<file path="config.mk">
export PLATFORM = sky130hd
export DESIGN_NAME = calendar_to_epoch_seconds
export DESIGN_NICKNAME = d
export VERILOG_FILES = /design/src/sv/c2e_pkg.sv /design/src/sv/calendar_to_epoch_seconds.sv
export SDC_FILE = /design/constraint.sdc
export NUM_CORES = 2
export LEC_CHECK = 0
export ABC_CLOCK_PERIOD_IN_PS = 10900
export BUFFER_PORTS_ARGS = -buffer_cell sky130_fd_sc_hd__buf_4
export CORE_ASPECT_RATIO = 0.9
export CORE_MARGIN = 2
export CORE_UTILIZATION = 35
export CTS_CLUSTER_DIAMETER = 120
export DETAILED_ROUTE_END_ITERATION = 12
export GPL_TIMING_DRIVEN = 0
export SLEW_MARGIN = 30
export SYNTH_ARGS = -nofsm -noshare
export SYNTH_HDL_FRONTEND = slang
export SYNTH_SLANG_ARGS = --single-unit
</file>
<file path="constraint.sdc">
create_clock -name clk_i -period 10.9 [get_ports clk_i]
set_input_delay 1.635 -clock clk_i [delete_from_list [all_inputs] [get_ports clk_i]]
set_output_delay 1.635 -clock clk_i [all_outputs]
set_load 0.01 [all_outputs]
</file>
<file path="src/sv/c2e_pkg.sv">
// ----------------------------------------------------------------------------
// c2e_pkg
// Constants and calendar tables for the date to epoch-seconds converter.
// ----------------------------------------------------------------------------
`default_nettype none

package c2e_pkg;

  localparam int unsigned YearW  = 14;
  localparam int unsigned MonthW = 4;
  localparam int unsigned DayW   = 5;
  localparam int unsigned HourW  = 5;
  localparam int unsigned MinW   = 6;
  localparam int unsigned SecW   = 6;
  localparam int unsigned EpochW = 39;

  localparam logic [YearW-1:0] YearMin   = 14'd1800;
  localparam logic [YearW-1:0] YearMax   = 14'd9999;
  localparam int               EpochYear = 1970;
  // leap days in [1, 1970)
  localparam int               LeapsEpoch = 1969 / 4 - 1969 / 100 + 1969 / 400;

  // floor(a / 25) for a < 4096 by reciprocal multiply (1311 / 2^15)
  function automatic logic [7:0] div25(input logic [11:0] a);
    logic [22:0] prod;
    prod = {11'b0, a} * 23'd1311;
    return prod[22:15];
  endfunction

  // days in the months before the given month (1..12)
  function automatic logic [8:0] cum_days(input logic [MonthW-1:0] m);
    logic [8:0] r;
    unique case (m)
      4'd1:    r = 9'd0;
      4'd2:    r = 9'd31;
      4'd3:    r = 9'd59;
      4'd4:    r = 9'd90;
      4'd5:    r = 9'd120;
      4'd6:    r = 9'd151;
      4'd7:    r = 9'd181;
      4'd8:    r = 9'd212;
      4'd9:    r = 9'd243;
      4'd10:   r = 9'd273;
      4'd11:   r = 9'd304;
      4'd12:   r = 9'd334;
      default: r = 9'd0;
    endcase
    return r;
  endfunction

  // month length in a common year
  function automatic logic [4:0] month_len(input logic [MonthW-1:0] m);
    logic [4:0] r;
    unique case (m)
      4'd2:                      r = 5'd28;
      4'd4, 4'd6, 4'd9, 4'd11:   r = 5'd30;
      default:                   r = 5'd31;
    endcase
    return r;
  endfunction

endpackage

`default_nettype wire

</file>
<file path="src/sv/calendar_to_epoch_seconds.sv">
// ----------------------------------------------------------------------------
// calendar_to_epoch_seconds
// Gregorian date and time to signed seconds since 1970-01-01 00:00:00.
// ----------------------------------------------------------------------------
// Usage:
//   Input channel: in_valid_i / in_stall_o with year, month, day, hour,
//   minute and second. Output channel: out_valid_o / out_stall_i with
//   valid_res_o and epoch_seconds_o. An item moves on an edge where valid is
//   high and stall is low.
//   Five register stages: range checks and divide-by-25 quotients, then the
//   day count, then days*24+h, *60+min, *60+sec. out_valid_o is the valid
//   bit of the last stage; throughput is one item per cycle while out_stall_i is low.
//   Out-of-range fields or a day past the month end give valid_res_o = 0 and
//   epoch_seconds_o = 0.
//   Reset clears all stage valid bits; the pipeline comes up empty.
//   When out_stall_i is high, the last stage holds its item and earlier
//   stages keep moving into empty slots; in_stall_o rises only once every
//   stage ahead holds an item.
// ----------------------------------------------------------------------------
`default_nettype none

module calendar_to_epoch_seconds (
  input  wire logic                              clk_i,
  input  wire logic                              rst_ni,
  input  wire logic                              in_valid_i,
  output      logic                              in_stall_o,
  input  wire logic [c2e_pkg::YearW-1:0]         year_i,
  input  wire logic [c2e_pkg::MonthW-1:0]        month_i,
  input  wire logic [c2e_pkg::DayW-1:0]          day_i,
  input  wire logic [c2e_pkg::HourW-1:0]         hour_i,
  input  wire logic [c2e_pkg::MinW-1:0]          minute_i,
  input  wire logic [c2e_pkg::SecW-1:0]          second_i,
  output      logic                              out_valid_o,
  input  wire logic                              out_stall_i,
  output      logic                              valid_res_o,
  output      logic signed [c2e_pkg::EpochW-1:0] epoch_seconds_o
);

  // stage valid bits
  logic v1_q, v2_q, v3_q, v4_q, v5_q;
  logic en1, en2, en3, en4, en5;

  assign en5 = !v5_q || !out_stall_i;
  assign en4 = !v4_q || en5;
  assign en3 = !v3_q || en4;
  assign en2 = !v2_q || en3;
  assign en1 = !v1_q || en2;
  assign in_stall_o = !en1;

  always_ff @(posedge clk_i or negedge rst_ni) begin
    if (!rst_ni) begin
      v1_q <= 1'b0;
      v2_q <= 1'b0;
      v3_q <= 1'b0;
      v4_q <= 1'b0;
      v5_q <= 1'b0;
    end else begin
      if (en1) v1_q <= in_valid_i;
      if (en2) v2_q <= v1_q;
      if (en3) v3_q <= v2_q;
      if (en4) v4_q <= v3_q;
      if (en5) v5_q <= v4_q;
    end
  end

  // ---------------- stage 1: range checks, quotients by 100 and 400
  logic [13:0] p0;
  logic        ok1_d;
  logic [7:0]  qp100_d, qp400_d, qy100_d, qy400_d;

  logic [13:0] year1_q;
  logic [3:0]  month1_q;
  logic [4:0]  day1_q, hour1_q;
  logic [5:0]  min1_q, sec1_q;
  logic        ok1_q;
  logic [7:0]  qp100_q, qp400_q, qy100_q, qy400_q;

  always_comb begin
    p0 = year_i - 14'd1;
    ok1_d = (year_i >= c2e_pkg::YearMin) && (year_i <= c2e_pkg::YearMax)
         && (month_i >= 4'd1) && (month_i <= 4'd12)
         && (hour_i <= 5'd23) && (minute_i <= 6'd59) && (second_i <= 6'd59)
         && (day_i != 5'd0);
    // x/100 = (x>>2)/25, x/400 = (x>>4)/25
    qp100_d = c2e_pkg::div25(p0[13:2]);
    qp400_d = c2e_pkg::div25({2'b0, p0[13:4]});
    qy100_d = c2e_pkg::div25(year_i[13:2]);
    qy400_d = c2e_pkg::div25({2'b0, year_i[13:4]});
  end

  always_ff @(posedge clk_i) begin
    if (en1) begin
      year1_q  <= year_i;
      month1_q <= month_i;
      day1_q   <= day_i;
      hour1_q  <= hour_i;
      min1_q   <= minute_i;
      sec1_q   <= second_i;
      ok1_q    <= ok1_d;
      qp100_q  <= qp100_d;
      qp400_q  <= qp400_d;
      qy100_q  <= qy100_d;
      qy400_q  <= qy400_d;
    end
  end

  // ---------------- stage 2: leap year, month check, day count
  logic [13:0]        p1;
  logic               leap;
  logic [4:0]         mlen;
  logic [12:0]        lb;
  logic signed [23:0] yoff;
  logic signed [23:0] days_d;
  logic               ok2_d;
  logic               ladj;

  logic signed [23:0] days2_q;
  logic [4:0]         hour2_q;
  logic [5:0]         min2_q, sec2_q;
  logic               ok2_q;

  always_comb begin
    p1 = year1_q - 14'd1;
    leap = (year1_q[1:0] == 2'b00)
        && ((year1_q[13:2] != 12'(qy100_q) * 12'd25)
         || (year1_q[13:4] == 10'(qy400_q) * 10'd25));
    mlen = c2e_pkg::month_len(month1_q);
    if ((month1_q == 4'd2) && leap) mlen = 5'd29;
    ok2_d = ok1_q && (day1_q <= mlen);
    ladj = leap && (month1_q > 4'd2);
    lb = 13'(p1[13:2]) - 13'(qp100_q) + 13'(qp400_q);
    yoff = $signed({10'b0, year1_q}) - 24'(c2e_pkg::EpochYear);
    days_d = yoff * 24'sd365
           + $signed({11'b0, lb}) - 24'(c2e_pkg::LeapsEpoch)
           + $signed({15'b0, c2e_pkg::cum_days(month1_q)})
           + $signed({23'b0, ladj})
           + $signed({19'b0, day1_q}) - 24'sd1;
  end

  always_ff @(posedge clk_i) begin
    if (en2) begin
      days2_q <= days_d;
      hour2_q <= hour1_q;
      min2_q  <= min1_q;
      sec2_q  <= sec1_q;
      ok2_q   <= ok2_d;
    end
  end

  // ---------------- stage 3: hours
  logic signed [28:0] dh3_q;
  logic [5:0]         min3_q, sec3_q;
  logic               ok3_q;

  always_ff @(posedge clk_i) begin
    if (en3) begin
      dh3_q  <= 29'(days2_q) * 29'sd24 + $signed({24'b0, hour2_q});
      min3_q <= min2_q;
      sec3_q <= sec2_q;
      ok3_q  <= ok2_q;
    end
  end

  // ---------------- stage 4: minutes
  logic signed [34:0] dm4_q;
  logic [5:0]         sec4_q;
  logic               ok4_q;

  always_ff @(posedge clk_i) begin
    if (en4) begin
      dm4_q  <= 35'(dh3_q) * 35'sd60 + $signed({29'b0, min3_q});
      sec4_q <= sec3_q;
      ok4_q  <= ok3_q;
    end
  end

  // ---------------- stage 5: seconds, output register
  logic signed [38:0] epoch5_d;
  logic signed [38:0] epoch5_q;
  logic               ok5_q;

  assign epoch5_d = ok4_q ? (39'(dm4_q) * 39'sd60 + $signed({33'b0, sec4_q}))
                          : 39'sd0;

  always_ff @(posedge clk_i) begin
    if (en5) begin
      epoch5_q <= epoch5_d;
      ok5_q    <= ok4_q;
    end
  end

  assign out_valid_o     = v5_q;
  assign valid_res_o     = ok5_q;
  assign epoch_seconds_o = epoch5_q;

  // ---------------- assertions
  a_invalid_zero: assert property (@(posedge clk_i) disable iff (!rst_ni)
    (out_valid_o && !valid_res_o) |-> (epoch_seconds_o == 39'sd0))
    else $error("invalid item with nonzero epoch");

  a_range: assert property (@(posedge clk_i) disable iff (!rst_ni)
    (out_valid_o && valid_res_o) |->
      (epoch_seconds_o >= -39'sd5364662400 && epoch_seconds_o <= 39'sd253402300799))
    else $error("epoch out of range");

  a_full_stall: assert property (@(posedge clk_i) disable iff (!rst_ni)
    (v1_q && v2_q && v3_q && v4_q && v5_q && out_stall_i) |-> in_stall_o)
    else $error("item taken while pipeline full and stalled");

  a_enter: assert property (@(posedge clk_i) disable iff (!rst_ni)
    (in_valid_i && !in_stall_o) |=> v1_q)
    else $error("accepted item missing in stage 1");

  a_drain: assert property (@(posedge clk_i) disable iff (!rst_ni)
    (v4_q && !out_stall_i) |=> out_valid_o)
    else $error("stage 4 item lost");

endmodule

`default_nettype wire

</file>
==> impl_metrics.yaml <==
setup_path:
  critPathKind: "reg -> reg"
  regToRegStartpoint: "year1_q[1]"
  critPathMaxFanout: 7
  path_buf_inv: 4
  critPathLaunchType: "register"
  r2r_cells: 33
  crit_family: "adder cells"
  endpoint_kind: "register"
  crit_arrival_ns: 9.50
  critPathSlowestCell: "edfxtp_1"
  r2r-end: "days2_q[22]"
  r2r_setup_slack_ns: 1.74
  required_ns: 11.25
  cpPeakStageDelay_ns: 0.54
logic_synthesis:
  syn_inst: 3419
  synthArstFlopShare_pct: 2.01
  post_synth_instance_area_sq_um: 34400
  synth_edf_count: 235
  synth-seq-cells: 249
  ys_seq_area_share_pct: 21.4
  postSynthAreaPerCell_sq_um: 10.1
  yosysWarnings: 0
  ys_types: 94
  ys.flop_type: "edfxtp_1"
  synth_nets: 4445
timing:
  tns_ns: 0
  setup_viol: 0
  fin_crit_ns: 9.16
  slew_viol_final: 0
  rsz0062_at_grt: "no"
  worst_slew_pin_slew_ns: 0.948
  hold_violations: 0
  skew_ns: 0.0344
  whs_ns: 0.417
  fin_crit_sh_pct: 84.0
  slew_headroom_pct: 36.4
  timing.fmax_ghz: 0.109
clock_tree:
  clk_path_buf_depth: 3
  postCtsSetupBuffers: 0
  cts-root-buf: "clkbuf_16"
  insertion_delay_ns: 0.62
  cts_tree: "built"
  clock-sinks: 249
  cts_buffers: 30
  path_clk_slew_ns: 0.07
  post_cts_resized: 0
  postCtsHoldBufs: 0
  cts_max_level: 1
global_route:
  grt_pass1_wl_microns: 117000
  grt_overflow_total: 0
  antenna_found_initial: 1
  first_global_vias: 23783
  grt_max_degree: 44
  track_usage_pct: 13.9
route:
  highest_layer: "met4"
  routed_wl_microns: 67500
  drtIter0Drc: 787
  route.antenna.remaining_nets: 0
  met1Wirelength_microns: 33100
  dr_wl_met3_microns: 2320
  drc: 0
  wl_per_cell_microns: 13.9
  firstDrtPassIters: 5
  avgViaCountPerCell: 4.76
  wl_met2_microns: 31300
  vias: 23080
placement:
  portBuffers: 85
  gp_congestion: 0.825
  hpwlAfterDp_microns: 56900
floorplan:
  die_h_microns: 301
  core-area_sq_um: 97800
  die-area_sq_um: 101000
  start_util_pct: 35.2
  rows: 109
  ios: 86
  die_w_microns: 334
layout:
  n_fill_cell: 9584
  drive_above_1_share_pct: 6.08
  num_antenna_cells: 0
  area_growth_pct: 10.3
  fin_nets: 4573
run:
  max_cap_viol_count: 0
hold_path:
  worstHoldEndpoint: "hour2_q[4]"
  hold_start: "hour1_q[4]"
  hold_depth: 0
  hp-class: "reg -> reg"
outcome:
  run_status: "completed"
[cell usage in the layout (no fill, tap or decap), types with 30 or more instances in the layout]
cell type  synthesis  layout
inv_1            749     748
ha_1             628     628
fa_1             354     354
edfxtp_1         235     235
xnor2_1          187     178
nor2_1           143     143
a21oi_1          126     125
nand2_1          122     120
xor2_1            92      92
buf_4              1      88
o21ai_0           82      82
a21o_1            70      70
nand3_1           60      59
nor3_1            52      52
clkbuf_1          36      39
nor2b_1           34      34
o21a_1            34      34
clkbuf_16          0      30
[worst register-to-register path, delay by kind of cell (launching register included)]
family,cells,cell delay [ns]
adder cells (fa/ha/maj),9,3.68
flip-flops,1,0.54
XOR/XNOR,3,0.58
AND/OR/NAND/NOR,2,0.15
AO/OA/AOI/OAI,15,3.47
buffers and inverters,4,0.51
[flip-flops by register name, indices dropped and copies added, names as in the netlist, 5 cells and up, named ones only]
register         cells
qp100_q              8
qp400_q              6
dm4_q               35
sec1_q               6
epoch_seconds_o     39
qy100_q              8
sec4_q               6
days2_q             24
min1_q               6
dh3_q               29
qy400_q              6
sec2_q               6
sec3_q               6
hour1_q              5
hour2_q              5
min3_q               6
year1_q             14
day1_q               5
min2_q               6
[worst max path at each step]
stage / startpoint / endpoint / cells past startpoint
after global placement: qy100_q[2] / days2_q[22] / 32
final: year1_q[1] / days2_q[22] / 33
after CTS: qy100_q[2] / days2_q[22] / 32
after global routing: year1_q[1] / days2_q[22] / 33
after floorplan: qy100_q[2] / days2_q[22] / 32
after detailed placement: qy100_q[2] / days2_q[22] / 32
[routing by layer]
layer  up-vias  global-route usage (%)
li1      11683                       -
met1     11112                    18.9
met2       235                    24.1
met3        50                    1.99
met4         0                    1.56
met5         -                       0
[stage by stage]
step / std cells / setup WS (ns) / area (sq um) / utilization (%)
floorplan: 3419 / 2.99 / 34400 / -
global placement: 4780 / 1.73 / 36600 / 37.5
detailed placement: 4791 / 1.76 / 36900 / 37.7
CTS: 4847 / 1.70 / 37900 / 38.8
global route: 4847 / 1.12 / 37900 / 38.8
finish: 4847 / 1.74 / 37900 / 38.8
[cells in the mapped netlist (11+ instances only)]
cell,n,area [sq um]
ha_1,628,7860
xnor2_1,187,1640
or2_2,12,75.1
o211ai_1,17,128
clkbuf_1,36,135
or3_1,28,175
nand2_1,122,458
fa_1,354,7090
inv_1,749,2810
a21boi_0,11,82.6
nand2b_1,27,169
a211oi_1,21,158
nand4_1,27,169
edfxtp_1,235,7060
nor2b_1,34,213
a31oi_1,11,68.8
a21o_1,70,526
xor2_1,92,806
o21bai_1,19,143
a21oi_1,126,631
and3_1,27,169
nor2_1,143,537
nor3_1,52,260
nand3_1,60,300
nor4_1,14,87.6
o21ai_0,82,410
and2_1,18,113
o21a_1,34,255
[logic make-up (layout without fill, tap and decap cells)]
family	Yosys count	count (layout)	share of synthesized area, %
fa+ha+maj	982	982	43.4
buf+inv	792	944	8.71
simple gates	621	621	9.47
compound gates	484	484	9.51
xor+xnor	279	279	7.10
flops	249	249	21.4
mux	12	12	0.356
[cell type report]
type	instances	area, sq um	area share [%]
clock inverters	23	283	0.745
multi-input cells	2378	24100	63.6
plain buffers	43	185	0.488
well taps	1276	1600	4.21
flip-flops and latches	249	7360	19.4
repair buffers	96	800	2.11
clock buffers	33	762	2.01
inverters	749	2810	7.42
Power is left out: the tool's default activity adds up to more than one toggle a clock period on the data nets, which glitch-free logic cannot reach.
